[config.mk]
export PLATFORM = sky130hd
export DESIGN_NAME = rx_tx_switch_sequencer
export DESIGN_NICKNAME = d
export VERILOG_FILES = /design/src/hdl/rtxs_pkg.sv /design/src/hdl/rtxs_delay_line.sv /design/src/hdl/rx_tx_switch_sequencer.sv
export SDC_FILE = /design/constraint.sdc
export NUM_CORES = 2
export LEC_CHECK = 0
export ABC_CLOCK_PERIOD_IN_PS = 39500
export BUFFER_PORTS_ARGS = -buffer_cell sky130_fd_sc_hd__buf_2
export CAP_MARGIN = 20
export CORE_MARGIN = 1
export CORE_UTILIZATION = 64
export DETAILED_ROUTE_END_ITERATION = 6
export GPL_TIMING_DRIVEN = 1
export MAX_ROUTING_LAYER = met4
export PLACE_DENSITY = 0.81
export REMOVE_ABC_BUFFERS = 1
export SLEW_MARGIN = 20
export SYNTH_ARGS = -nofsm -noshare
export SYNTH_HDL_FRONTEND = slang
export SYNTH_SLANG_ARGS = --single-unit
[constraint.sdc]
create_clock -name clk -period 39.5 [get_ports clk]
set_clock_uncertainty 0.2 [all_clocks]
set_input_delay 7.9 -clock clk [delete_from_list [all_inputs] [get_ports clk]]
set_output_delay 7.9 -clock clk [all_outputs]
set_load 0.01 [all_outputs]
[src/hdl/rtxs_pkg.sv]
package rtxs_pkg;

  // sequencer phases
  localparam logic [2:0] PH_RX       = 3'd0;
  localparam logic [2:0] PH_PRE_TX   = 3'd1;
  localparam logic [2:0] PH_TX_ACK   = 3'd2;
  localparam logic [2:0] PH_RELAY    = 3'd3;
  localparam logic [2:0] PH_TX       = 3'd4;
  localparam logic [2:0] PH_BEEP     = 3'd5;
  localparam logic [2:0] PH_TX_TO_RX = 3'd6;
  localparam logic [2:0] PH_RX_ACK   = 3'd7;

  // gate indexes
  localparam logic [1:0] GATE_RX       = 2'd0;
  localparam logic [1:0] GATE_TRANS    = 2'd1;
  localparam logic [1:0] GATE_TX_UP    = 2'd2;
  localparam logic [1:0] GATE_TX_DOWN  = 2'd3;

  // register indexes
  localparam logic [2:0] REG_PRE_TX    = 3'd0;
  localparam logic [2:0] REG_RX_TO_TX  = 3'd1;
  localparam logic [2:0] REG_TX_TO_RX  = 3'd2;
  localparam logic [2:0] REG_BREAKIN   = 3'd3;
  localparam logic [2:0] REG_VOX_HOLD  = 3'd4;
  localparam logic [2:0] REG_VOX_GAIN  = 3'd5;
  localparam logic [2:0] REG_AVOX_GAIN = 3'd6;
  localparam logic [2:0] REG_MODE      = 3'd7;

  // register reset values
  localparam logic [7:0] PRE_TX_RST    = 8'd3;
  localparam logic [7:0] RX_TO_TX_RST  = 8'd3;
  localparam logic [7:0] TX_TO_RX_RST  = 8'd3;
  localparam logic [9:0] BREAKIN_RST   = 10'd50;
  localparam logic [9:0] VOX_HOLD_RST  = 10'd200;

  // prefill after reset: (pre_tx + rx_to_tx) * 2
  localparam int RST_FILL = (3 + 3) * 2;

  // vox compare: level * gain / 100, margin 16
  localparam logic [12:0] DIV100_MUL   = 13'd5243;
  localparam int          DIV100_SHIFT = 19;
  localparam logic [9:0]  VOX_MARGIN   = 10'd16;

  // mode flag bits
  localparam int MODE_CW      = 0;
  localparam int MODE_VOX     = 1;
  localparam int MODE_BREAKIN = 2;
  localparam int MODE_ROGER   = 3;
  localparam int MODE_SIDE    = 4;

  typedef struct packed {
    logic step;
    logic push_bit;
    logic prefill;
  } dly_ctl_t;

endpackage

[src/hdl/rtxs_delay_line.sv]
module rtxs_delay_line #(
  parameter int DELAY_DEPTH = 1024
) (
  input  logic                           clk,
  input  logic                           rst_n,
  input  rtxs_pkg::dly_ctl_t             ctl,
  input  logic [$clog2(DELAY_DEPTH)-1:0] prefill_len,
  output logic                           pop_bit
);

  localparam int AW = $clog2(DELAY_DEPTH);
  localparam logic [AW:0]   CAP      = (AW+1)'(DELAY_DEPTH - 1);
  localparam logic [AW-1:0] LAST_IDX = AW'(DELAY_DEPTH - 1);

  logic          mem [DELAY_DEPTH];
  logic [AW-1:0] zero_cnt_r, zero_cnt_nxt;
  logic [AW-1:0] mem_cnt_r, mem_cnt_nxt;
  logic [AW-1:0] wr_r, wr_nxt;
  logic [AW-1:0] rd_r, rd_nxt;
  logic          head_r;
  logic          full;
  logic          push_en;
  logic [AW-1:0] wr_inc;
  logic [AW-1:0] rd_inc;

  assign full    = ({1'b0, zero_cnt_r} + {1'b0, mem_cnt_r}) == CAP;
  assign push_en = ctl.step & ~full;
  assign wr_inc  = (wr_r == LAST_IDX) ? '0 : wr_r + 1'b1;
  assign rd_inc  = (rd_r == LAST_IDX) ? '0 : rd_r + 1'b1;

  always_comb begin
    zero_cnt_nxt = zero_cnt_r;
    mem_cnt_nxt  = mem_cnt_r;
    wr_nxt       = wr_r;
    rd_nxt       = rd_r;
    pop_bit      = 1'b0;
    if (ctl.prefill) begin
      zero_cnt_nxt = prefill_len;
      mem_cnt_nxt  = '0;
      wr_nxt       = rd_r;
    end else if (ctl.step) begin
      if (push_en) begin
        wr_nxt = wr_inc;
      end
      if (zero_cnt_r != '0) begin
        zero_cnt_nxt = zero_cnt_r - 1'b1;
        mem_cnt_nxt  = mem_cnt_r + AW'(push_en);
      end else if (mem_cnt_r == '0) begin
        // pushed bit passes straight through
        pop_bit = ctl.push_bit;
        rd_nxt  = rd_inc;
      end else begin
        pop_bit     = head_r;
        rd_nxt      = rd_inc;
        mem_cnt_nxt = mem_cnt_r + AW'(push_en) - 1'b1;
      end
    end
  end

  always_ff @(posedge clk) begin
    if (!rst_n) begin
      zero_cnt_r <= AW'(rtxs_pkg::RST_FILL);
      mem_cnt_r  <= '0;
      wr_r       <= '0;
      rd_r       <= '0;
    end else begin
      zero_cnt_r <= zero_cnt_nxt;
      mem_cnt_r  <= mem_cnt_nxt;
      wr_r       <= wr_nxt;
      rd_r       <= rd_nxt;
    end
  end

  always_ff @(posedge clk) begin
    if (push_en && !ctl.prefill) begin
      mem[wr_r] <= ctl.push_bit;
    end
  end

  // head of the line, with write forwarding
  always_ff @(posedge clk) begin
    if (push_en && !ctl.prefill && (wr_r == rd_nxt)) begin
      head_r <= ctl.push_bit;
    end else begin
      head_r <= mem[rd_nxt];
    end
  end

endmodule

[src/hdl/rx_tx_switch_sequencer.sv]
// rx/tx switch sequencer
// in_ channel: one item per transfer, in_tuser selects a timer tick (0) or a
// vox level sample (1). each tick produces exactly one out_ transfer, a vox
// sample produces none and only reloads the vox hold timer, on a vox hit.
// cfg_ port: write-only registers; the user writes them only while the block
// is idle, which the block itself does not enforce. a tick is registered at
// the input, then stepped; sequencer state and the out_ register load together.
// throughput: one item per cycle unless out_ stalls; the input and output
// registers let a new item enter while a finished result still waits on out_.
// the vox level scaling uses a gain multiplier per level before the input
// register and a reciprocal multiply per level for the divide by 100 after it.
// the key delay line is a one-bit memory of DELAY_DEPTH entries, read ahead
// into a head register; prefilled zeros are kept as a count, no clearing pass.
// reset: all timers zero, phase idle receive, registers at their defaults,
// delay line prefilled with 12 zeros; the input register starts empty.
// when out_tready is low the result holds and input transfers stop as soon
// as the output register is full and the input register holds a tick.
module rx_tx_switch_sequencer #(
  parameter int DELAY_DEPTH = 1024,
  parameter int BEEP_TICKS  = 40
) (
  input  logic        clk,
  input  logic        rst_n,
  input  logic        cfg_we,
  input  logic [2:0]  cfg_index,
  input  logic [9:0]  cfg_wdata,
  input  logic        in_tvalid,
  output logic        in_tready,
  // key_down, key_ptt, tune_request, ptt_request, tx_ack, voice_level[7:0],
  // antivox_level[7:0], zero fill
  input  logic [23:0] in_tdata,
  // req_type
  input  logic        in_tuser,
  output logic        out_tvalid,
  input  logic        out_tready,
  // gate_valid, gate_index[1:0], gate_key, sidetone_on, tx_wanted, beep_on,
  // phase[2:0], zero fill
  output logic [15:0] out_tdata
);

  localparam int AW = $clog2(DELAY_DEPTH);
  localparam int LW = (AW > 10) ? AW : 10;
  localparam logic [LW-1:0] FILL_MAX = LW'(DELAY_DEPTH - 1);
  localparam logic [7:0]    BEEP_LEN = 8'(BEEP_TICKS);

  // configuration
  logic [7:0] pre_tx_r, rx_to_tx_r, tx_to_rx_r, mode_r;
  logic [9:0] breakin_hold_r, vox_hold_r;
  logic [6:0] vox_gain_r, avox_gain_r;

  // input register
  logic        s0_v_r;
  logic        s0_vox_r;
  logic [4:0]  s0_bits_r;
  logic [14:0] s0_vp_r, s0_ap_r;
  logic        s0_go;

  // sequencer state
  logic [2:0] phase_r, phase_nxt;
  logic [7:0] ptimer_r, ptimer_nxt;
  logic [9:0] breakin_r, breakin_nxt;
  logic [9:0] vox_r, vox_nxt;
  logic       beep_r, beep_nxt;

  // output register
  logic        out_v_r;
  logic [15:0] out_data_r, out_data_nxt;

  // delay line
  rtxs_pkg::dly_ctl_t dly_ctl;
  logic [AW-1:0]      fill_len;
  logic               dly_bit;
  logic               prefill;
  logic [8:0]         fill_sum;
  logic [LW-1:0]      fill_raw;

  // tick locals
  logic       key, kptt, tune, ptt, ack, cw;
  logic [9:0] bi_load, bi_dec, vox_dec;
  logic [1:0] side_gate;
  logic       side;
  logic       txreq;
  logic       tx_of_ph, tx_of_nxt;
  logic       gvalid, gkey;
  logic [1:0] gidx;
  logic [7:0] ptimer_dec;

  // vox compare
  logic [27:0] vq, aq;
  logic [9:0]  vlev, alev;
  logic        vox_hit;

  // -------------------------------------------------------------- config
  always_comb begin
    prefill  = 1'b0;
    fill_sum = {1'b0, pre_tx_r} + {1'b0, rx_to_tx_r};
    if (cfg_we) begin
      case (cfg_index)
        rtxs_pkg::REG_PRE_TX: begin
          prefill  = cfg_wdata[7:0] != pre_tx_r;
          fill_sum = {1'b0, cfg_wdata[7:0]} + {1'b0, rx_to_tx_r};
        end
        rtxs_pkg::REG_RX_TO_TX: begin
          prefill  = cfg_wdata[7:0] != rx_to_tx_r;
          fill_sum = {1'b0, pre_tx_r} + {1'b0, cfg_wdata[7:0]};
        end
        rtxs_pkg::REG_TX_TO_RX: begin
          prefill = cfg_wdata[7:0] != tx_to_rx_r;
        end
        default: begin
          prefill = 1'b0;
        end
      endcase
    end
    fill_raw = LW'({fill_sum, 1'b0});
    fill_len = (fill_raw > FILL_MAX) ? AW'(FILL_MAX) : AW'(fill_raw);
  end

  always_ff @(posedge clk) begin
    if (!rst_n) begin
      pre_tx_r       <= rtxs_pkg::PRE_TX_RST;
      rx_to_tx_r     <= rtxs_pkg::RX_TO_TX_RST;
      tx_to_rx_r     <= rtxs_pkg::TX_TO_RX_RST;
      breakin_hold_r <= rtxs_pkg::BREAKIN_RST;
      vox_hold_r     <= rtxs_pkg::VOX_HOLD_RST;
      vox_gain_r     <= '0;
      avox_gain_r    <= '0;
      mode_r         <= '0;
    end else if (cfg_we) begin
      case (cfg_index)
        rtxs_pkg::REG_PRE_TX:    pre_tx_r       <= cfg_wdata[7:0];
        rtxs_pkg::REG_RX_TO_TX:  rx_to_tx_r     <= cfg_wdata[7:0];
        rtxs_pkg::REG_TX_TO_RX:  tx_to_rx_r     <= cfg_wdata[7:0];
        rtxs_pkg::REG_BREAKIN:   breakin_hold_r <= cfg_wdata;
        rtxs_pkg::REG_VOX_HOLD:  vox_hold_r     <= cfg_wdata;
        rtxs_pkg::REG_VOX_GAIN:  vox_gain_r     <= cfg_wdata[6:0];
        rtxs_pkg::REG_AVOX_GAIN: avox_gain_r    <= cfg_wdata[6:0];
        rtxs_pkg::REG_MODE:      mode_r         <= cfg_wdata[7:0];
        default:                 mode_r         <= mode_r;
      endcase
    end
  end

  // ------------------------------------------------------- input register
  assign s0_go     = s0_v_r & (s0_vox_r | ~out_v_r | out_tready);
  assign in_tready = ~s0_v_r | s0_go;

  always_ff @(posedge clk) begin
    if (!rst_n) begin
      s0_v_r <= 1'b0;
    end else if (in_tready) begin
      s0_v_r <= in_tvalid;
    end
  end

  always_ff @(posedge clk) begin
    if (in_tready && in_tvalid) begin
      s0_vox_r  <= in_tuser;
      s0_bits_r <= in_tdata[4:0];
      s0_vp_r   <= {7'b0, in_tdata[12:5]} * {8'b0, vox_gain_r};
      s0_ap_r   <= {7'b0, in_tdata[20:13]} * {8'b0, avox_gain_r};
    end
  end

  // ------------------------------------------------------------ vox level
  assign vq      = {13'b0, s0_vp_r} * {15'b0, rtxs_pkg::DIV100_MUL};
  assign aq      = {13'b0, s0_ap_r} * {15'b0, rtxs_pkg::DIV100_MUL};
  assign vlev    = 10'(vq >> rtxs_pkg::DIV100_SHIFT);
  assign alev    = 10'(aq >> rtxs_pkg::DIV100_SHIFT);
  assign vox_hit = vlev >= (alev + rtxs_pkg::VOX_MARGIN);

  // ------------------------------------------------------------ tick step
  assign key  = s0_bits_r[0];
  assign kptt = s0_bits_r[1];
  assign tune = s0_bits_r[2];
  assign ptt  = s0_bits_r[3];
  assign ack  = s0_bits_r[4];
  assign cw   = mode_r[rtxs_pkg::MODE_CW];

  always_comb begin
    bi_load = ((key | kptt) & mode_r[rtxs_pkg::MODE_BREAKIN] & cw) ? breakin_hold_r
                                                                  : breakin_r;
    bi_dec  = (bi_load != '0) ? bi_load - 1'b1 : bi_load;
    vox_dec = (vox_r != '0) ? vox_r - 1'b1 : vox_r;

    case (phase_r)
      rtxs_pkg::PH_RX:              side_gate = rtxs_pkg::GATE_RX;
      rtxs_pkg::PH_TX,
      rtxs_pkg::PH_BEEP:            side_gate = key ? rtxs_pkg::GATE_TX_DOWN
                                                    : rtxs_pkg::GATE_TX_UP;
      default:                      side_gate = rtxs_pkg::GATE_TRANS;
    endcase
    side = mode_r[rtxs_pkg::MODE_SIDE + 32'(side_gate)] | key;

    tx_of_ph = (phase_r inside {[rtxs_pkg::PH_TX_ACK : rtxs_pkg::PH_TX_TO_RX]});

    if (tune | ptt) begin
      txreq = 1'b1;
    end else if (cw) begin
      txreq = bi_dec != '0;
    end else begin
      txreq = mode_r[rtxs_pkg::MODE_VOX] & (vox_dec != '0);
    end

    dly_ctl.step     = s0_go & ~s0_vox_r;
    dly_ctl.push_bit = cw & ((bi_dec != '0) | tx_of_ph) & key;
    dly_ctl.prefill  = prefill;

    ptimer_dec = ptimer_r - 1'b1;
    phase_nxt  = phase_r;
    ptimer_nxt = ptimer_r;
    beep_nxt   = beep_r;
    gvalid     = 1'b1;
    gidx       = rtxs_pkg::GATE_RX;
    gkey       = 1'b0;

    case (phase_r)
      rtxs_pkg::PH_RX: begin
        if (txreq) begin
          ptimer_nxt = pre_tx_r;
          phase_nxt  = (pre_tx_r == '0) ? rtxs_pkg::PH_TX_ACK : rtxs_pkg::PH_PRE_TX;
        end
      end
      rtxs_pkg::PH_PRE_TX: begin
        gidx       = rtxs_pkg::GATE_TRANS;
        ptimer_nxt = ptimer_dec;
        if (ptimer_dec == '0) phase_nxt = rtxs_pkg::PH_TX_ACK;
      end
      rtxs_pkg::PH_TX_ACK: begin
        gvalid = 1'b0;
        if (ack) begin
          ptimer_nxt = rx_to_tx_r;
          phase_nxt  = (rx_to_tx_r == '0) ? rtxs_pkg::PH_TX : rtxs_pkg::PH_RELAY;
        end
      end
      rtxs_pkg::PH_RELAY: begin
        gidx       = rtxs_pkg::GATE_TRANS;
        gkey       = key;
        ptimer_nxt = ptimer_dec;
        if (ptimer_dec == '0) phase_nxt = rtxs_pkg::PH_TX;
      end
      rtxs_pkg::PH_TX: begin
        gidx = dly_bit ? rtxs_pkg::GATE_TX_DOWN : rtxs_pkg::GATE_TX_UP;
        gkey = key;
        if (!txreq) begin
          if (mode_r[rtxs_pkg::MODE_ROGER]) begin
            ptimer_nxt = BEEP_LEN;
            beep_nxt   = 1'b1;
            phase_nxt  = rtxs_pkg::PH_BEEP;
          end else begin
            ptimer_nxt = tx_to_rx_r;
            phase_nxt  = (tx_to_rx_r == '0) ? rtxs_pkg::PH_RX_ACK
                                            : rtxs_pkg::PH_TX_TO_RX;
          end
        end
      end
      rtxs_pkg::PH_BEEP: begin
        gidx       = dly_bit ? rtxs_pkg::GATE_TX_DOWN : rtxs_pkg::GATE_TX_UP;
        ptimer_nxt = ptimer_dec;
        if (ptimer_dec == '0) begin
          beep_nxt   = 1'b0;
          ptimer_nxt = tx_to_rx_r;
          phase_nxt  = (tx_to_rx_r == '0) ? rtxs_pkg::PH_RX_ACK
                                          : rtxs_pkg::PH_TX_TO_RX;
        end
      end
      rtxs_pkg::PH_TX_TO_RX: begin
        gidx       = rtxs_pkg::GATE_TRANS;
        ptimer_nxt = ptimer_dec;
        if (ptimer_dec == '0) phase_nxt = rtxs_pkg::PH_RX_ACK;
      end
      default: begin
        gidx = rtxs_pkg::GATE_TRANS;
        if (!ack) phase_nxt = rtxs_pkg::PH_RX;
      end
    endcase

    tx_of_nxt = (phase_nxt inside {[rtxs_pkg::PH_TX_ACK : rtxs_pkg::PH_TX_TO_RX]});

    breakin_nxt = bi_dec;
    vox_nxt     = vox_dec;

    out_data_nxt = {6'b0, phase_nxt, beep_nxt, tx_of_nxt, side, gkey, gidx, gvalid};
  end

  rtxs_delay_line #(
    .DELAY_DEPTH (DELAY_DEPTH)
  ) u_delay (
    .clk         (clk),
    .rst_n       (rst_n),
    .ctl         (dly_ctl),
    .prefill_len (fill_len),
    .pop_bit     (dly_bit)
  );

  always_ff @(posedge clk) begin
    if (!rst_n) begin
      phase_r   <= rtxs_pkg::PH_RX;
      ptimer_r  <= '0;
      breakin_r <= '0;
      vox_r     <= '0;
      beep_r    <= 1'b0;
    end else if (s0_go) begin
      if (s0_vox_r) begin
        if (vox_hit) vox_r <= vox_hold_r;
      end else begin
        phase_r   <= phase_nxt;
        ptimer_r  <= ptimer_nxt;
        breakin_r <= breakin_nxt;
        vox_r     <= vox_nxt;
        beep_r    <= beep_nxt;
      end
    end
  end

  // ------------------------------------------------------ output register
  always_ff @(posedge clk) begin
    if (!rst_n) begin
      out_v_r <= 1'b0;
    end else if (s0_go && !s0_vox_r) begin
      out_v_r <= 1'b1;
    end else if (out_tready) begin
      out_v_r <= 1'b0;
    end
  end

  always_ff @(posedge clk) begin
    if (s0_go && !s0_vox_r) begin
      out_data_r <= out_data_nxt;
    end
  end

  assign out_tvalid = out_v_r;
  assign out_tdata  = out_data_r;

endmodule
Word-level counts from Yosys, hierarchy flattened. Memories as Yosys holds them, arrays and structs flattened. A register that Yosys moved wholly into a read port is not among the register bits. Cells that the tools add are included. Widths: inputs -> output; s select.

Flip-flop bits (word level): 186. Bits in writable memories: 1024. Bits of input ports: 43. Output and inout bits: 18. Memories kept: 1.

Memories: u_delay.mem (depth 1024, width 1, rd ports 1, clocked after Yosys merged registers in 1, write ports 1, line rtxs_delay_line.sv:15) `logic mem [DELAY_DEPTH];`.

Add/sub/neg operators: 14. Multiply operators: 4. $lt $le $gt $ge: 7. Eq/ne operators: 24. Multiplexer cells: 63. Bitwise logic cells: 20. Reductions and logical operators: 43.

Operator list (number): $mux 10 (19); $mul 15x13->28 const B (2); $reduce_bool 10->1 (5); $mux 8 (5); $pmux 8 s5 (1); $sub 10x1->10 const B (4); $logic_not 8->1 (4); $mul 8x7->15 (2); $add 8x8->9 (3); $mux 3 (9); $reduce_and 2->1 (13); $ne 8x8->1 (3); $eq 3x3->1 const B (7); $pmux 3 s7 (1); $add 10x1->10 const B (2); $eq 10x10->1 const B (2); $mux 1 (19); $pmux 9 s2 (1); $eq 3x2->1 const B (4); $add 10x10->11 (1); $eq 11x10->1 const B (1); $add 10x1->10 (1); $add 9x5->10 const B (1); $ge 9x10->1 (1); other kinds (27) (64).

Longest topological paths before layout.
Depth in word-level cells: 16. Gate-level depth with buffers: 32. Gate-level depth less buffers: 31.

By module. From an unflattened synthesis, not the netlist that was laid out.

Cells, all modules: 5498. Area, all modules: 66221.0 µm².

Modules (own cells, without submodules): rtxs_delay_line (instances 1, cells each 3353, area an instance 47134.0 µm²); rx_tx_switch_sequencer (instances 1, cells each 2145, area an instance 19087.1 µm²).

Worst setup path after synthesis. Ideal clock, no wire load.

Path type: register to register. Start point: register mode_r[0]. End point: memory u_delay.mem[0] (data pin). Library setup time: 5.704 ns. Arrival time: 29.943 ns. Data required time: 33.596 ns. Setup slack: 3.653 ns. Stages on the path, launching flop included: 14. Buffers on the path: 3. Clock period less this slack: 35.847 ns. Cells stage by stage: dfxtp_1 > buf_2 > o211a_1 > buf_2 > buf_2 > mux2i_1 > ha_1 > or4b_4 > o32ai_1 > mux2_2 > nand3_1 > or4_4 > inv_1 > a21oi_1.

RTL lines: from (decl) (line rx_tx_switch_sequencer.sv:47) `logic [7:0] pre_tx_r, rx_to_tx_r, tx_to_rx_r, mode_r;`; from (signal assigned) (line rx_tx_switch_sequencer.sv:138) `rtxs_pkg::REG_MODE: mode_r <= cfg_wdata[7:0];`; from (signal assigned) (line rx_tx_switch_sequencer.sv:139) `default: mode_r <= mode_r;`; to (decl) (line rtxs_delay_line.sv:15).

Final worst setup path.
Start point: input port out_tready. End point: output port in_tready.

Word-level cells in the longest chain between the ends: 3.

Ends and longest elaborated chain: from (decl) (line rx_tx_switch_sequencer.sv:35) `input logic out_tready,`; $or 1x1->1 (line rx_tx_switch_sequencer.sv:145) `assign s0_go = s0_v_r & (s0_vox_r | ~out_v_r | out_tready);`; $and 1x1->1 (line rx_tx_switch_sequencer.sv:145); $or 1x1->1 (line rx_tx_switch_sequencer.sv:146) `assign in_tready = ~s0_v_r | s0_go;`; to (decl) (line rx_tx_switch_sequencer.sv:28) `output logic in_tready,`.

No other way between the ends.

==> impl_metrics.csv <==
group,metric,value,unit
outcome,status,"completed",
hold_path,hold_start,"vox_hold_r[2]$_SDFFE_PN0P_",
clock_tree,clkSinkCount,1219,
critical_path,crit_arrival,8.74,ns
clock_tree,path_clk_slew,0.06,ns
grt,grt_start_max_net_pins,307,
logic_synthesis,synth_cell_types,83,
floorplan,die_h,322.0,um
clock_tree,cts_tree,"yes",
critical_path,cp_cell_sequence,"buf_2 -> nand2b_1 -> nor2_1 -> nand2_1 -> buf_2",
critical_path,startpoint,"out_tready",
pwr,combinationalPowerShare,0.160,
drt,dr.pass1.iters,6,
pwr,finalPower,2947,uW
drt,drt-total-wl,163.1,mm
logic_synthesis,ys.flop_type,"edfxtp_1",
pwr,pwr-share-clk,0.362,
grt,grt_pass1_wl,244.4,mm
hold_path,hp-class,"flip-flop to flip-flop",
pwr,pwr-share-seq,0.478,
clock_tree,clkLatencyLatePin,0.71,ns
drt,met2_length,77.18,mm
logic_synthesis,synthArstFlopShare,0,
pwr,leakage,0.02445,uW
grt,grt_usage,0.3240,
clock_tree,ctsLongestPathBuffers,3,
grt,grt_overflow,0,
clock_tree,htreeDepth,3,
clock_tree,holdBufCountCts,0,
drt,wl_met1,59.28,mm
drt,vias_per_cell,6.472,
critical_path,path_buf_inv,2,
timing,setup_viol,0,
pwr,p_switching,774.5,uW
floorplan,rows,117,
logic_synthesis,synth_edf_count,1070,
floorplan,dieArea,103700,sq um
finish,area_growth,7.379,%
timing,finalCritPeriodShare,0.4263,
critical_path,slowest_delay,0.25,ns
finish,layout_common_cells,"1193 x nor2_1, 1070 x edfxtp_1, 386 x inv_1",
timing,hold_violations,0,
floorplan,core_region_area,101600,sq um
drt,route.detailed.drc,0,
floorplan,die_x,322.0,um
floorplan,start_util,0.6451,
logic_synthesis,yosysWarningCount,0,
run,drv_cap,0,
drt,dr_wl_met3,19.42,mm
finish,num-nets-final,5819,
placement,io_buffer_count,51,
placement,hpwlAfterDp,97.43,mm
drt,drtIter0Drc,6210,
critical_path,end_kind,"output port",
timing,rsz0062_at_grt,"no",
critical_path,critPathRequiredTime,31.40,ns
clock_tree,cts_buffers,115,
logic_synthesis,ys_ff_latch,1219,
drt,route.top_layer_used,"met4",
timing,slew_viol_final,0,
finish,final_common_cell,"nor2_1",
timing,finalCriticalPeriod,16.84,ns
pwr,p_per_area,41.88,nW/um^2
timing,fin_tns_setup,0,ns
drt,vias,43572,
critical_path,r2r-start,"s0_ap_r[9]$_DFFE_PP_",
logic_synthesis,syn_avg_cell_area,12.15,sq um
timing,tightest_slew,1.312,ns
pwr,p_int,2173,uW
placement,gp_congestion,0.9444,
critical_path,worstSetupPathType,"input port to output port",
critical_path,cp_top_family,"simple AND/OR/NAND/NOR gates",
pwr,switching_share,0.2628,
timing,slew_headroom,0.1252,
pwr,ir_drop,0.04616,mV
critical_path,cp_slowest_cell,"nand2b_1",
finish,layout-drive-gt1-share,0.1178,
logic_synthesis,synth.cell_area,65540,sq um
drt,postRouteAntennaNets,0,
grt,antenna_found_initial,6,
critical_path,crit_fanout,6,
clock_tree,cts_setup_buffers,0,
grt,grt_pass1_vias,42013,
logic_synthesis,synthCells,5395,
timing,clock.fmax,0.05939,GHz
clock_tree,clockRootBuffer,"clkbuf_16",
drt,wl_per_cell,24.22,um
critical_path,cp-start-kind,"input port",
floorplan,ios,61,
critical_path,crit_top_cell,"buf_2",
logic_synthesis,yosysSeqAreaShare,0.5358,
clock_tree,cts_resized,0,
-- final timing paths --
path	to	slack [ns]	cells past startpoint
worst max register to register	vox_r[1]$_SDFFE_PN0P_	31.22	29
worst min-delay path	vox_hold_r[2]$_SDFFE_PN0P_	0.26	2
worst max-delay path	in_tready	22.66	5
worst min register to register	vox_hold_r[2]$_SDFFE_PN0P_	0.26	2
-- routing by layer --
metal / global-route usage / vias up
met2: 0.4963 / 2932
met5: - / -
li1: - / 18778
met3: 0.05502 / 509
met1: 0.4299 / 21353
met4: 0.1437 / 0
-- power by group through the flow --
stage	sequential, uW	combinational (uW)	clock [uW]
global route	1410	550	1110
CTS	1410	476	1070
finish	1410	472	1070
detailed placement	1440	471	0
floorplan	1440	347	0
global placement	1440	454	0
-- flip-flops by register name (all words and copies together) (netlist names), 3 cells and up, named ones only --
register / flops
u_delay.mem_cnt_r: 10
breakin_r: 10
pre_tx_r: 8
vox_hold_r: 10
u_delay.zero_cnt_r: 10
phase_r: 3
out_tdata: 10
u_delay.wr_r: 10
u_delay.rd_r: 10
tx_to_rx_r: 8
mode_r: 7
rx_to_tx_r: 8
s0_bits_r: 5
vox_gain_r: 7
avox_gain_r: 7
ptimer_r: 8
s0_vp_r: 15
s0_ap_r: 15
u_delay.mem: 1024
vox_r: 10
breakin_hold_r: 10
-- synth_stat cells (9+ instances only) --
cell,instances,share of area
nor2b_1,27,0.0026
nand2_1,355,0.020
nand3_1,74,0.0057
fa_1,199,0.061
edfxtp_1,1070,0.49
o21a_1,11,0.0013
or3_1,14,0.0013
mux4_2,266,0.091
o21bai_1,12,0.0014
o211ai_1,16,0.0018
o22a_1,11,0.0015
nor3_1,59,0.0045
nand2b_1,17,0.0016
a31oi_1,9,0.00086
a21o_1,17,0.0019
buf_1,15,0.00086
a221oi_1,26,0.0035
a311oi_1,13,0.0017
a21oi_1,143,0.011
buf_4,27,0.0031
mux2i_1,96,0.015
a22oi_1,25,0.0029
nor2_1,1194,0.068
or4_1,9,0.0010
xor2_1,46,0.0061
inv_1,387,0.022
mux2_2,14,0.0024
a211oi_1,32,0.0037
nand4_1,20,0.0019
xnor2_1,66,0.0088
ha_1,315,0.060
o21ai_0,81,0.0062
clkbuf_1,277,0.016
and2_1,74,0.0071
o31ai_1,9,0.0010
and3_1,10,0.00095
dfxtp_1,149,0.046
o22ai_1,26,0.0025
buf_2,47,0.0036
nor4_1,27,0.0026
-- worst min-delay path, delay by kind of cell (launching register included) --
family          cells  cell delay (ns)
compound gates      1             0.05
flops               1             0.31
simple gates        1             0.05
-- through the flow --
step | utilization | instance area (sq um) | setup slack, ns | std cells | hold WS (ns)
floorplan | - | 63990 | 3.638 | 5031 | 0.2329
global placement | 0.6553 | 66580 | 22.66 | 6507 | 0.2428
detailed placement | 0.6555 | 66600 | 22.65 | 6508 | 0.2492
CTS | 0.6908 | 70190 | 22.65 | 6718 | 0.2584
global route | 0.6926 | 70370 | 22.62 | 6729 | 0.2673
finish | 0.6927 | 70370 | 22.66 | 6732 | 0.2566
-- area by class of cell --
class	instances	area (sq um)
Tap cell	1368	1712
Antenna cell	9	22.52
Clock buffer	143	3044
Sequential cell	1219	35130
Timing Repair Buffer	114	834.6
Inverter	391	1470
Fill cell	6813	31220
Clock inverter	67	541.8
Multi-Input combinational cell	3421	27620
-- cells by family (layout without fill, tap and decap cells) --
kind of cell,count (synthesis),count (layout),share of synthesized area
simple gates,1919,1919,0.1235
flops,1219,1219,0.5358
buf+inv,760,715,0.04632
fa+ha+maj,514,514,0.1209
compound gates,493,493,0.04968
mux,377,377,0.1088
xor+xnor,112,112,0.01497
other cells,1,15,0.00005722
Power figures use the tool's default switching activity.
